## src/rtl/core/hrp_pkg.sv

```systemverilog
// Shared types and constants for the heightmap ray pick block.
// No dependencies; imported by the top module, the multiplier and the divider.
`timescale 1ns / 1ps

package hrp_pkg;

  localparam int MAX_SIDE   = 64;
  localparam int SIDE_W     = 6;
  localparam int TOP_LEVEL  = 20;
  localparam int LVL_W      = 5;
  localparam int PLANE_STEP = 16384;  // 0.25 in Q16.16
  localparam int CFG_W      = 7;
  localparam int COORD_W    = 32;
  localparam int DIR_W      = 18;
  localparam int RISE_W     = 34;
  localparam int OPB_W      = DIR_W + 1;
  localparam int PROD_W     = RISE_W + OPB_W;
  localparam int NUM_W      = PROD_W + 1;
  localparam int DEN_W      = DIR_W + 16;
  localparam int QUO_W      = SIDE_W + 1;
  localparam int STEP_W     = 3;
  localparam int IN_DATA_W  = 176;
  localparam int OUT_DATA_W = 24;

  typedef enum logic [0:0] {
    CFG_MAP_WIDTH  = 1'b0,
    CFG_MAP_HEIGHT = 1'b1
  } cfg_idx_e;

  typedef enum logic [0:0] {
    OP_LOAD = 1'b0,
    OP_PICK = 1'b1
  } op_e;

  typedef struct packed {
    logic                     start;
    logic signed [NUM_W-1:0]  dividend;
    logic [DEN_W-1:0]         divisor;
  } div_ctl_t;

  typedef struct packed {
    logic              done;
    logic              out_of_range;
    logic [SIDE_W-1:0] quotient;
  } div_sts_t;

endpackage

```

## src/rtl/core/hrp_mul.sv

```systemverilog
// Shared signed multiplier with a registered product.
// Depends on hrp_pkg.
`timescale 1ns / 1ps

module hrp_mul (
  input  logic                                clk_i,
  input  logic signed [hrp_pkg::RISE_W-1:0]   a_i,
  input  logic signed [hrp_pkg::OPB_W-1:0]    b_i,
  output logic signed [hrp_pkg::PROD_W-1:0]   prod_o
);
  import hrp_pkg::*;

  logic signed [PROD_W-1:0] prod_d;

  assign prod_d = PROD_W'(a_i) * PROD_W'(b_i);

  always_ff @(posedge clk_i) begin
    prod_o <= prod_d;
  end

endmodule

```

## config.mk

```make
export PLATFORM = sky130hd
export DESIGN_NAME = hrp_mul
export DESIGN_NICKNAME = d
export VERILOG_FILES = /design/src/rtl/core/hrp_pkg.sv /design/src/rtl/core/hrp_mul.sv
export SDC_FILE = /design/constraint.sdc
export NUM_CORES = 2
export LEC_CHECK = 0
export BUFFER_PORTS_ARGS = -buffer_cell sky130_fd_sc_hd__buf_2
export CAP_MARGIN = 20
export CELL_PAD_IN_SITES_DETAIL_PLACEMENT = 2
export CELL_PAD_IN_SITES_GLOBAL_PLACEMENT = 2
export CORE_AREA = 5 5 242 244
export DETAILED_ROUTE_END_ITERATION = 7
export DIE_AREA = 0 0 247 249
export GPL_TIMING_DRIVEN = 1
export PLACE_DENSITY_LB_ADDON = 0.12
export SLEW_MARGIN = 20
export SYNTH_ARGS = -nofsm -noshare
export SYNTH_HDL_FRONTEND = slang
export SYNTH_SLANG_ARGS = --single-unit
```

## constraint.sdc

```tcl
create_clock -name clk_i -period 9.29 [get_ports clk_i]
set_input_delay 0.929 -clock clk_i [delete_from_list [all_inputs] [get_ports clk_i]]
set_output_delay 0.929 -clock clk_i [all_outputs]
set_load 0.02 [all_outputs]
```

# [Word level (Yosys, flattened, before mapping)]
# Cells that the tools add are included.
[totals] in_bits=54 wordCells=2 ff_bits=53
[classes] mul=1
[ops] cell="$mul A34 B19 Y53" n=1

# [Longest topological paths before layout]
[depth] word_depth=1 depth_mapped=26

# [Least setup slack after synthesis]
# Ideal clock, no wire load.
[synth_timing] path_type="input port to flip-flop" startpoint="in a_i[33] (netlist bit)" endpoint="reg prod_o[51] (netlist bit)" n_path_buf=3 required_time_ns=9.197 arrival_time_ns=7.057 path_stages=23 slack_ns=2.140 path_cell_list="clkbuf_1 clkbuf_1 nand2_1 fa_1 inv_1 fa_1 inv_1 fa_1 fa_1 inv_1 fa_1 inv_1 fa_1 inv_1 ha_1 ha_1 buf_6 a21oi_1 nor2_1 or4b_2 o21ai_2 nand3_1 o311ai_2"
[synth_between] elab_chain_len=1
[synth_rtl] element="from (decl)" line_no="hrp_mul.sv:7" text="input logic signed [hrp_pkg::RISE_W-1:0] a_i,"
[synth_rtl] element="$mul A34 B19 Y53" line_no="hrp_mul.sv:15" text="assign prod_d = PROD_W'(a_i) * PROD_W'(b_i);"
[synth_rtl] element="named net prod_d[51]" line_no="hrp_mul.sv:13" text="logic signed [PROD_W-1:0] prod_d;"
[synth_rtl] element="to (signal assigned)" line_no="hrp_mul.sv:18" text="prod_o <= prod_d;"
[synth_rtl] element="to (decl)" line_no="hrp_mul.sv:9" text="output logic signed [hrp_pkg::PROD_W-1:0] prod_o"
# The timed path passes the listed nets, and every way through them passes these cells.

# [Worst setup path in the final report]
[layout_timing] startpoint="in b_i[10] (netlist bit)" endpoint="reg prod_o[45] (netlist bit)"
[layout_between] elab_chain_len=1
[layout_rtl] element="from (decl)" line_no="hrp_mul.sv:8" text="input logic signed [hrp_pkg::OPB_W-1:0] b_i,"
[layout_rtl] element="$mul A34 B19 Y53" line_no="hrp_mul.sv:15"
[layout_rtl] element="named net prod_d[45]" line_no="hrp_mul.sv:13"
# The timed path passes the listed nets, and every way through them passes these cells.

==> impl_metrics.yaml <==
outcome:
  status: "finished, final reports clean"
placed_design:
  port_buffers: 106
  dpl.hpwl_mm: 62.2
  routabilityCongestion: 0.852
hold_path:
  worstHoldEndpoint: "prod_o[0]$_DFF_P_"
  hold_path.class: "in2reg"
  hold_depth: 2
  worstHoldStart: "a_i[0]"
route:
  drcViolationCount: 0
  ant_nets: 0
  dr_total_vias: 16400
  drt-wirelength-per-cell_um: 22.9
  viasPerCell: 5.05
  drt_iter0_drc: 455
  firstDrtPassIters: 5
  routed_wl_mm: 74.2
synthesis:
  synth_top_family_by_area: "adder cells"
  yosys_warnings: 0
  yosysTopAreaCell: "fa_1"
  synthTopCellsByArea: "fa_1 (54%), inv_1 (9.7%), and2_1 (8.0%), ha_1 (7.7%), nand2_1 (5.4%)"
  ys_ff_latch: 53
  yosys.area_share.adder: 0.615
  synthSimpleGateAreaFrac: 0.161
  synth_nets: 3276
  syn_area_per_cell_um2: 9.46
  synth_flop_cell: "dfxtp_1"
  syn_inst: 2455
  synth-seq-area-share: 0.0457
  synth_edf_count: 0
  synth-compound-area-share: 0.0426
  yosysTopAreaCellShare: 0.538
  synth-xor-area-share: 0.0200
  syn-cell-area_mm2: 0.0232
  synth.area.mux_share: 0.000916
  yosysUniqueCellTypes: 69
  synthArstFlopShare: 0
clock_network:
  cts_hold_buffers: 0
  clk_path_buf_depth: 2
  postCtsSetupBuffers: 0
  root_buffer: "clkbuf_16"
  clock-sinks: 53
  cts_tree: "yes"
  cts_buffers: 5
  cts_max_level: 2
  clkTransAtPathRegs_ps: 100
  cts-resized-gates: 0
timing:
  final_max_slew_viol_count: 0
  fin_tns_setup_ps: 0
  slew-limit-headroom: 0.406
  setup-violations-final: 0
  min_period_ps: 8290
  rsz0062_at_grt: "false"
  fin_crit_sh: 0.892
  worst_slew_pin_slew_ps: 891
  final_hold_viol_count: 0
  fmax_mhz: 121
finish:
  fillers: 6110
  multiInputGateArea_mm2: 0.0195
  mostFrequentLayoutCells: "fa_1 (624), inv_1 (599), nand2_1 (337)"
  drive_above_1_share: 0.0644
  area_growth_pct: 5.83
  biggestRegsByFlops: "prod_o x53"
  final_nets: 3303
  largest_register: "prod_o"
  seq_area_mm2: 0.00106
  largest_reg_flops: 53
  mostFrequentLayoutCell: "fa_1"
grt:
  grt_pass1_wl_mm: 119
  antenna_found_initial: 2
  grt-ovfl-total: 0
  grt_pass1_vias: 20500
  grt_max_degree: 35
  grt_usage: 0.252
flow_run:
  cap_violations: 0
floorplan:
  die_area_mm2: 0.0615
  coreArea_mm2: 0.0561
  io_pins: 107
  die_height_um: 249
  start_util: 0.414
  die_x_um: 247
  rows: 87
critical_path:
  cpMostUsedCell: "fa_1"
  arrival_ps: 8540
  cp.required_ps: 9540
  slowest_stage: "a221oi_2"
  crit_buf_inv: 6
  path_max_fanout: 21
  crit_family: "adder cells"
  setup.worst_path.end_class: "flip-flop"
  start_kind: "input pin"
  max_stage_delay_ps: 750
  crit_type: "in2reg"
  path_cells: "buf_2 > buf_4 > nand2_1 > fa_1 > inv_1 > fa_1 > inv_1 > fa_1 > inv_1 > fa_1 > fa_1 > fa_1 > fa_1 > ha_1 > nand3_1 > inv_1 > a221oi_2 > a311oi_4 > o21ai_2 > nand2_1 > a21oi_1 > nand4b_1 > nand3_1"
-- metal layers --
| metal | part of all wire | GRT usage | up-vias |
|---|---|---|---|
| li1 | - | - | 7112 |
| met1 | 0.42 | 0.321 | 8953 |
| met2 | 0.53 | 0.458 | 233 |
| met3 | 0.031 | 0.0288 | 65 |
| met4 | 0.023 | 0.0555 | 2 |
| met5 | 0.00018 | 0 | - |
-- metrics by stage --
| stage | hold WS [ps] | utilization | area (µm²) | instances | worst slack, ps |
|---|---|---|---|---|---|
| 3_5_place_dp | 1350 | 0.436 | 24400 | 3231 | 635 |
| 4_1_cts | 1050 | 0.438 | 24600 | 3239 | 990 |
| 5_1_grt | 1070 | 0.438 | 24600 | 3239 | 748 |
| 6_report | 1070 | 0.438 | 24600 | 3240 | 999 |
| 3_3_place_gp | 1350 | 0.436 | 24400 | 3231 | 788 |
| 2_1_floorplan | 1050 | - | 23200 | 2455 | 2140 |
-- worst max-delay path by stage --
stage,startpoint,slack (ps),depth (start not counted),end
final,b_i[10],1000,23,prod_o[45]$_DFF_P_
after global routing,b_i[10],750,23,prod_o[45]$_DFF_P_
after CTS,b_i[10],990,23,prod_o[45]$_DFF_P_
after detailed placement,b_i[10],630,23,prod_o[45]$_DFF_P_
after global placement,b_i[10],790,23,prod_o[45]$_DFF_P_
after floorplan,a_i[33],2140,23,prod_o[51]$_DFF_P_
-- cell families after synthesis --
logic type / count (synthesis)
multiplexers: 2
adder cells (fa/ha/maj): 767
XOR/XNOR: 53
AND/OR/NAND/NOR: 745
flip-flops: 53
AO/OA/AOI/OAI: 132
buffers and inverters: 703
-- cell type report --
type	instances	area share
clock inverters	3	0.00107
inverters	599	0.0915
multi-input cells	1699	0.794
repair buffers	124	0.0271
well taps	756	0.0385
flip-flops and latches	53	0.0432
diodes	1	0.000102
clock buffers	5	0.00509
-- Yosys cell counts, types with 2 or more instances --
cell type  instances
xnor2_1           42
and3_1             3
o21ai_2            4
nand4_1            6
or4_1              2
nor2b_1           30
a221oi_2           3
a21o_1            17
nor3_1             6
a22oi_1            2
dfxtp_1           53
ha_1             143
nand3_1           13
clkbuf_1          99
o211ai_1           2
fa_1             624
o21a_1             3
buf_2              2
a211oi_2           3
a21oi_2            2
a211oi_1           3
nand2b_1          12
o21ai_0           18
inv_1            599
a2bb2oi_1          2
a21oi_1           39
nor2_1            28
nand2_1          337
and2_1           296
a31oi_1            4
o21bai_1           9
a311oi_1           2
xor2_1            11
Power is not shown: default switching activity piles up to over one toggle a cycle in this logic, so the estimate is an artifact.
