==> src/rtl/core/hrp_pkg.sv <==
// Shared types and constants for the heightmap ray pick block.
// No dependencies; imported by the top module, the multiplier and the divider.
`timescale 1ns / 1ps

package hrp_pkg;

  localparam int MAX_SIDE   = 64;
  localparam int SIDE_W     = 6;
  localparam int TOP_LEVEL  = 20;
  localparam int LVL_W      = 5;
  localparam int PLANE_STEP = 16384;  // 0.25 in Q16.16
  localparam int CFG_W      = 7;
  localparam int COORD_W    = 32;
  localparam int DIR_W      = 18;
  localparam int RISE_W     = 34;
  localparam int OPB_W      = DIR_W + 1;
  localparam int PROD_W     = RISE_W + OPB_W;
  localparam int NUM_W      = PROD_W + 1;
  localparam int DEN_W      = DIR_W + 16;
  localparam int QUO_W      = SIDE_W + 1;
  localparam int STEP_W     = 3;
  localparam int IN_DATA_W  = 176;
  localparam int OUT_DATA_W = 24;

  typedef enum logic [0:0] {
    CFG_MAP_WIDTH  = 1'b0,
    CFG_MAP_HEIGHT = 1'b1
  } cfg_idx_e;

  typedef enum logic [0:0] {
    OP_LOAD = 1'b0,
    OP_PICK = 1'b1
  } op_e;

  typedef struct packed {
    logic                     start;
    logic signed [NUM_W-1:0]  dividend;
    logic [DEN_W-1:0]         divisor;
  } div_ctl_t;

  typedef struct packed {
    logic              done;
    logic              out_of_range;
    logic [SIDE_W-1:0] quotient;
  } div_sts_t;

endpackage

==> src/rtl/core/hrp_div.sv <==
// Restoring divider, one quotient bit per cycle, for tile coordinates.
// Depends on hrp_pkg.
`timescale 1ns / 1ps

module hrp_div (
  input  logic                clk_i,
  input  logic                rst_ni,
  input  hrp_pkg::div_ctl_t   ctl_i,
  output hrp_pkg::div_sts_t   sts_o
);
  import hrp_pkg::*;

  logic                    busy_q, busy_d;
  logic                    done_q, done_d;
  logic                    neg_q, neg_d;
  logic [STEP_W-1:0]       k_q, k_d;
  logic [NUM_W-1:0]        rem_q, rem_d;
  logic [QUO_W-1:0]        quo_q, quo_d;
  logic [DEN_W-1:0]        den_q, den_d;
  logic [NUM_W-1:0]        shifted;
  logic [NUM_W:0]          trial;

  assign shifted = NUM_W'(den_q) << k_q;
  assign trial   = {1'b0, rem_q} - {1'b0, shifted};

  always_comb begin
    busy_d = busy_q;
    done_d = busy_q && (k_q == '0);
    neg_d  = neg_q;
    k_d    = k_q;
    rem_d  = rem_q;
    quo_d  = quo_q;
    den_d  = den_q;
    if (ctl_i.start && !busy_q) begin
      busy_d = 1'b1;
      neg_d  = ctl_i.dividend[NUM_W-1];
      rem_d  = ctl_i.dividend;
      den_d  = ctl_i.divisor;
      quo_d  = '0;
      k_d    = STEP_W'(QUO_W - 1);
    end else if (busy_q) begin
      if (!trial[NUM_W]) begin
        rem_d     = trial[NUM_W-1:0];
        quo_d[k_q] = 1'b1;
      end
      if (k_q == '0) begin
        busy_d = 1'b0;
      end else begin
        k_d = k_q - 1'b1;
      end
    end
  end

  always_ff @(posedge clk_i or negedge rst_ni) begin
    if (!rst_ni) begin
      busy_q <= 1'b0;
      done_q <= 1'b0;
    end else begin
      busy_q <= busy_d;
      done_q <= done_d;
    end
  end

  always_ff @(posedge clk_i) begin
    neg_q <= neg_d;
    k_q   <= k_d;
    rem_q <= rem_d;
    quo_q <= quo_d;
    den_q <= den_d;
  end

  assign sts_o.done         = done_q;
  assign sts_o.out_of_range = neg_q | quo_q[QUO_W-1];
  assign sts_o.quotient     = quo_q[SIDE_W-1:0];

endmodule
==> config.mk <==
export PLATFORM = sky130hd
export DESIGN_NAME = hrp_div
export DESIGN_NICKNAME = d
export VERILOG_FILES = /design/src/rtl/core/hrp_pkg.sv /design/src/rtl/core/hrp_div.sv
export SDC_FILE = /design/constraint.sdc
export NUM_CORES = 1
export LEC_CHECK = 0
export BUFFER_PORTS_ARGS = -buffer_cell sky130_fd_sc_hd__buf_2
export CAP_MARGIN = 25
export CELL_PAD_IN_SITES_DETAIL_PLACEMENT = 2
export CELL_PAD_IN_SITES_GLOBAL_PLACEMENT = 2
export CORE_ASPECT_RATIO = 1.2
export CORE_MARGIN = 2
export CORE_UTILIZATION = 34
export DETAILED_ROUTE_END_ITERATION = 10
export PLACE_DENSITY = 0.78
export SLEW_MARGIN = 20
export SYNTH_ARGS = -nofsm -noshare
export SYNTH_HDL_FRONTEND = slang
export SYNTH_SLANG_ARGS = --single-unit
==> constraint.sdc <==
create_clock -name clk_i -period 6.1 [get_ports clk_i]
set_clock_uncertainty 0.05 [all_clocks]
set_input_delay 0 -clock clk_i [delete_from_list [all_inputs] [get_ports clk_i]]
set_output_delay 0 -clock clk_i [all_outputs]
set_load 0.01 [all_outputs]
# ---- Word-level counts from Yosys, hierarchy flattened
# Index checks and enable logic that the tools add are counted.
dict set report word_totals {
  elab_cells 34
  inputBits 91
  reg_bits 101
  out_inout_bits 8
}
dict set report classes {
  magnitude_cmp 2
  bitwise 4
  shifts 1
  add_sub_neg 2
  n_reduce_logical 9
  n_eq_ne 1
  n_mux 8
}
# op n
set op_table {}
lappend op_table {{54-bit two-way mux} 3}
lappend op_table {{54-bit by 54-bit subtractor with 55-bit output} 1}
lappend op_table {{34-bit by 3-bit left shift with 54-bit output} 1}
lappend op_table {{7-bit OR} 1}
lappend op_table {{2-bit AND reduction} 3}
lappend op_table {{3-bit by 4-bit less-than comparator with 1-bit output (second input constant)} 1}
lappend op_table {{1-bit two-way mux} 4}
lappend op_table {{1-bit demux with 3-bit select} 1}
lappend op_table {{3-bit by 1-bit greater-or-equal comparator with 1-bit output (second input constant)} 1}
lappend op_table {{1-bit logical AND} 3}
lappend op_table {{3-bit logical NOT} 1}
lappend op_table {{3-bit by 1-bit subtractor with 3-bit output (second input constant)} 1}
lappend op_table {{2-bit by 1-bit != test with 1-bit output (second input constant)} 1}
lappend op_table {{1-bit NOT} 2}
lappend op_table {{2-bit nonzero test} 1}
lappend op_table {{1-bit logical NOT} 1}
lappend op_table {{1-bit OR} 1}

# ---- Depth between registers and ports, before layout
dict set report depth {
  depth_word 5
  mapped_depth 16
  mapped_depth_nobuf 14
}

# ---- Worst setup path before layout
# Ideal clock, no wire load.
dict set report synth_path {
  path_type {flip-flop to flip-flop}
  start {register k_q[0]}
  end {register rem_q[0] (enable)}
  stages_incl_launch_ff 15
  slack_ns 0.046
  required_ns 5.584
  path_buffers 2
  arrival_time_ns 5.538
  synth_period_minus_slack_ns 6.054
  setup_time_ns 0.466
  cell_sequence {dfxtp_1 clkbuf_1 buf_1 mux4_2 mux2i_1 ha_1 and3_4 a221o_1 a21o_1 o211ai_1 a21oi_1 a211oi_2 o211ai_2 nor2_1 nor2_1}
}
dict set report synth_via {
  elab_chain_cells 4
}
# item line
set synth_lines {}
lappend synth_lines {{start: declaration} hrp_div.sv:16} ;# logic [STEP_W-1:0] k_q, k_d;
lappend synth_lines {{start signal: assignment} hrp_div.sv:66} ;# k_q <= k_d;
lappend synth_lines {{34-bit by 3-bit left shift with 54-bit output} hrp_div.sv:23} ;# assign shifted = NUM_W'(den_q) << k_q;
lappend synth_lines {{54-bit by 54-bit subtractor with 55-bit output} hrp_div.sv:24} ;# assign trial = {1'b0, rem_q} - {1'b0, shifted};
lappend synth_lines {{2-bit by 1-bit != test with 1-bit output (no source line)} --}
lappend synth_lines {{2-bit AND reduction (no source line)} --}
lappend synth_lines {{end signal: assignment} hrp_div.sv:67} ;# rem_q <= rem_d;
lappend synth_lines {{end: declaration} hrp_div.sv:17} ;# logic [NUM_W-1:0] rem_q, rem_d;
# No other way between the ends.
# A chain may end at the register's enable or synchronous reset.

# ---- Worst setup path in the final report
dict set report layout_path {
  start {register k_q[0]}
  end {register rem_q[26] (enable)}
}
# Same word-level chain as after synthesis.

==> metrics.yaml <==
ff2ff_path_depth: 14
nFillCells: 2282
r2r-start: "k_q[0]$_SDFFE_PP0P_"
slew_violations: 0
yosys-top-cells-area: "edfxtp_1, ha_1, mux4_2"
final_nets: 1066
worst_slack_ns: 1.03
yosysTopAreaCellShare_pct: 35.3
fmax_ghz: 0.197
io_buffers: 98
drt_wl_total_mm: 26.6
grt_pass1_wl_mm: 42.3
rsz0062_at_grt: "false"
synth-compound-area-share_pct: 18.9
clock_latency_ns: 0.37
gp_congestion: 0.854
ys_types: 67
clk_pin_slew_ns: 0.08
yosys.area_share.simple_pct: 13.2
synthArstFlopShare_pct: 1.98
syn_avg_cell_area_um2: 9.92
max_cap_viol_count: 0
cp_max_fo: 54
drt-initial-drc-count: 409
diodes: 0
yosys.area.top_type: "edfxtp_1"
status: "completed"
hold_violations: 0
synth_fa_ha_area_share_pct: 8.02
grt_start_max_net_pins: 83
start_kind: "flop"
rows: 59
syn-cell-area_um2: 7580
critPathLaunch: "k_q[0]$_SDFFE_PP0P_"
cp-endpoint: "rem_q[26]$_DFFE_PP_"
min_period_ns: 5.07
die_h_um: 168
dieArea_um2: 23500
synth_mux_area_share_pct: 12.5
layout-drive-gt1-share_pct: 17.9
ys.flop_type: "edfxtp_1"
yosysWarnings: 0
cp-end-kind: "flop"
r2r-end: "rem_q[26]$_DFFE_PP_"
cts-root-buf: "clkbuf_16"
track_usage_pct: 23.0
ios: 99
worst_slew_pin_slew_ns: 0.914
overflow: 0
dr.pass1.iters: 5
worstPathArrival_ns: 5.00
critPathKind: "flop to flop"
post-route-drc-count: 0
dp_hpwl_mm: 18.5
first_global_vias: 7701
clockBufferDepth: 2
cts.sinks: 101
die_x_um: 140
reg2reg_slack_ns: 1.03
avgViaCountPerCell: 5.64
synth-seq-cells: 101
antenna_found_initial: 0
avgRoutedWirePerCell_um: 22.1
synth-xor-area-share_pct: 5.43
core_um2: 21800
crit_required_ns: 6.04
cts_made_buffers: 9
h-tree-depth: 3
initial_core_util_pct: 34.8
ys_top_cells_by_count: "edfxtp_1, nand2_1, a21oi_1"
hp-start: "ctl_i[56]"
ant_nets: 0
synth-edff-count: 89
synth_fp_nets: 903
synth_top_family_by_area: "compound AO/OA/AOI/OAI gates"
fin_tns_setup_ns: 0
finalSetupViolCount: 0
maxSlewHeadroom_pct: 39.1
ys_seq_area_share_pct: 38.6
min_period_over_period_pct: 83.1
syn_inst: 764
area_growth_pct: 25.6
post-place-ws_ns: 0.982
hold_class: "primary input to flop"
cts_tree: "yes"
synth_most_common_cell: "edfxtp_1"
vias: 6802
## kinds of logic after synthesis
group                      Yosys count
and+or+nand+nor                    218
DFF                                101
buffers and inverters               60
adders and majority gates           48
AOI/OAI and AO/OA                  227
muxes                               63
xor gates and xnor gates            47
## worst min-delay path by stage
stage                           to  slack, ns  cells after the start
4_1_cts        rem_q[22]$_DFFE_PP_       0.02                      3
6_report       rem_q[22]$_DFFE_PP_       0.02                      3
3_3_place_gp      done_q$_DFF_PN0_      -0.25                      1
3_5_place_dp      done_q$_DFF_PN0_      -0.25                      1
5_1_grt        rem_q[22]$_DFFE_PP_       0.06                      3
2_1_floorplan     busy_q$_DFF_PN0_      -0.35                      0
## repair_timing
item	in CTS	in global routing
endpoints found under the hold margin	90	0
hold buffers	89	0
resized for setup	0	0
buffers inserted	0	0
## cells in the final DEF (no fill, tap or decap), drive strengths merged, types with 18 or more instances in the layout
cell and n:
nor2 63, xor2 22, buf 107, inv 18, xnor2 25, a21oi 78
a21o 28, dlygate4sd3 89, mux4 25, mux2i 35, ha 47, o21ai 56
nand2 82, edfxtp 89
## state kept, by name, summed over array words and instances, names as in the netlist
| register | count |
|---|---|
| busy_q | 1 |
| den_q | 34 |
| done_q | 1 |
| k_q | 3 |
| neg_q | 1 |
| quo_q | 7 |
| rem_q | 54 |
## metrics by stage
step                      std cells  utilization, %  instance area, um2  hold slack (ns)
after floorplan                 764               -                7580           -0.346
after global placement         1100            38.1                8290           -0.254
after detailed placement       1100            38.1                8290           -0.254
after CTS                      1205            43.7                9510           0.0216
after global routing           1206            43.7                9520           0.0632
final                          1206            43.7                9520           0.0214
## worst max-delay path, stage by stage (launching register included)
cell       delay, ns
dfxtp_2         0.81
clkinv_1        0.50
and3_1          0.29
ha_1            0.21
fa_1            0.41
nor2b_1         0.18
o2111ai_1       0.20
a21oi_1         0.29
o211ai_1        0.17
a21oi_1         0.33
a211oi_2        0.16
o211ai_2        0.22
nor2_1          0.10
nor2_4          0.08
buf_4           0.64
## layer usage
layer | wire length [um] | GRT usage, %
met5 | 0 | 0
met4 | 872 | 9.35
met3 | 610 | 2.34
met2 | 13700 | 41.3
met1 | 11400 | 28.1
## cell type report
| class | instances | area, um2 | area share (%) |
|---|---|---|---|
| clock buffer | 9 | 225 | 2.36 |
| clock inverter | 7 | 105 | 1.10 |
| inverter | 16 | 60.1 | 0.631 |
| multi-input combinational | 603 | 4410 | 46.3 |
| sequential | 101 | 2930 | 30.7 |
| tap | 274 | 343 | 3.60 |
| timing repair buffer | 196 | 1460 | 15.3 |
Power is left out: the tool's default activity adds up to more than one toggle a clock period on the data nets, which glitch-free logic cannot reach.
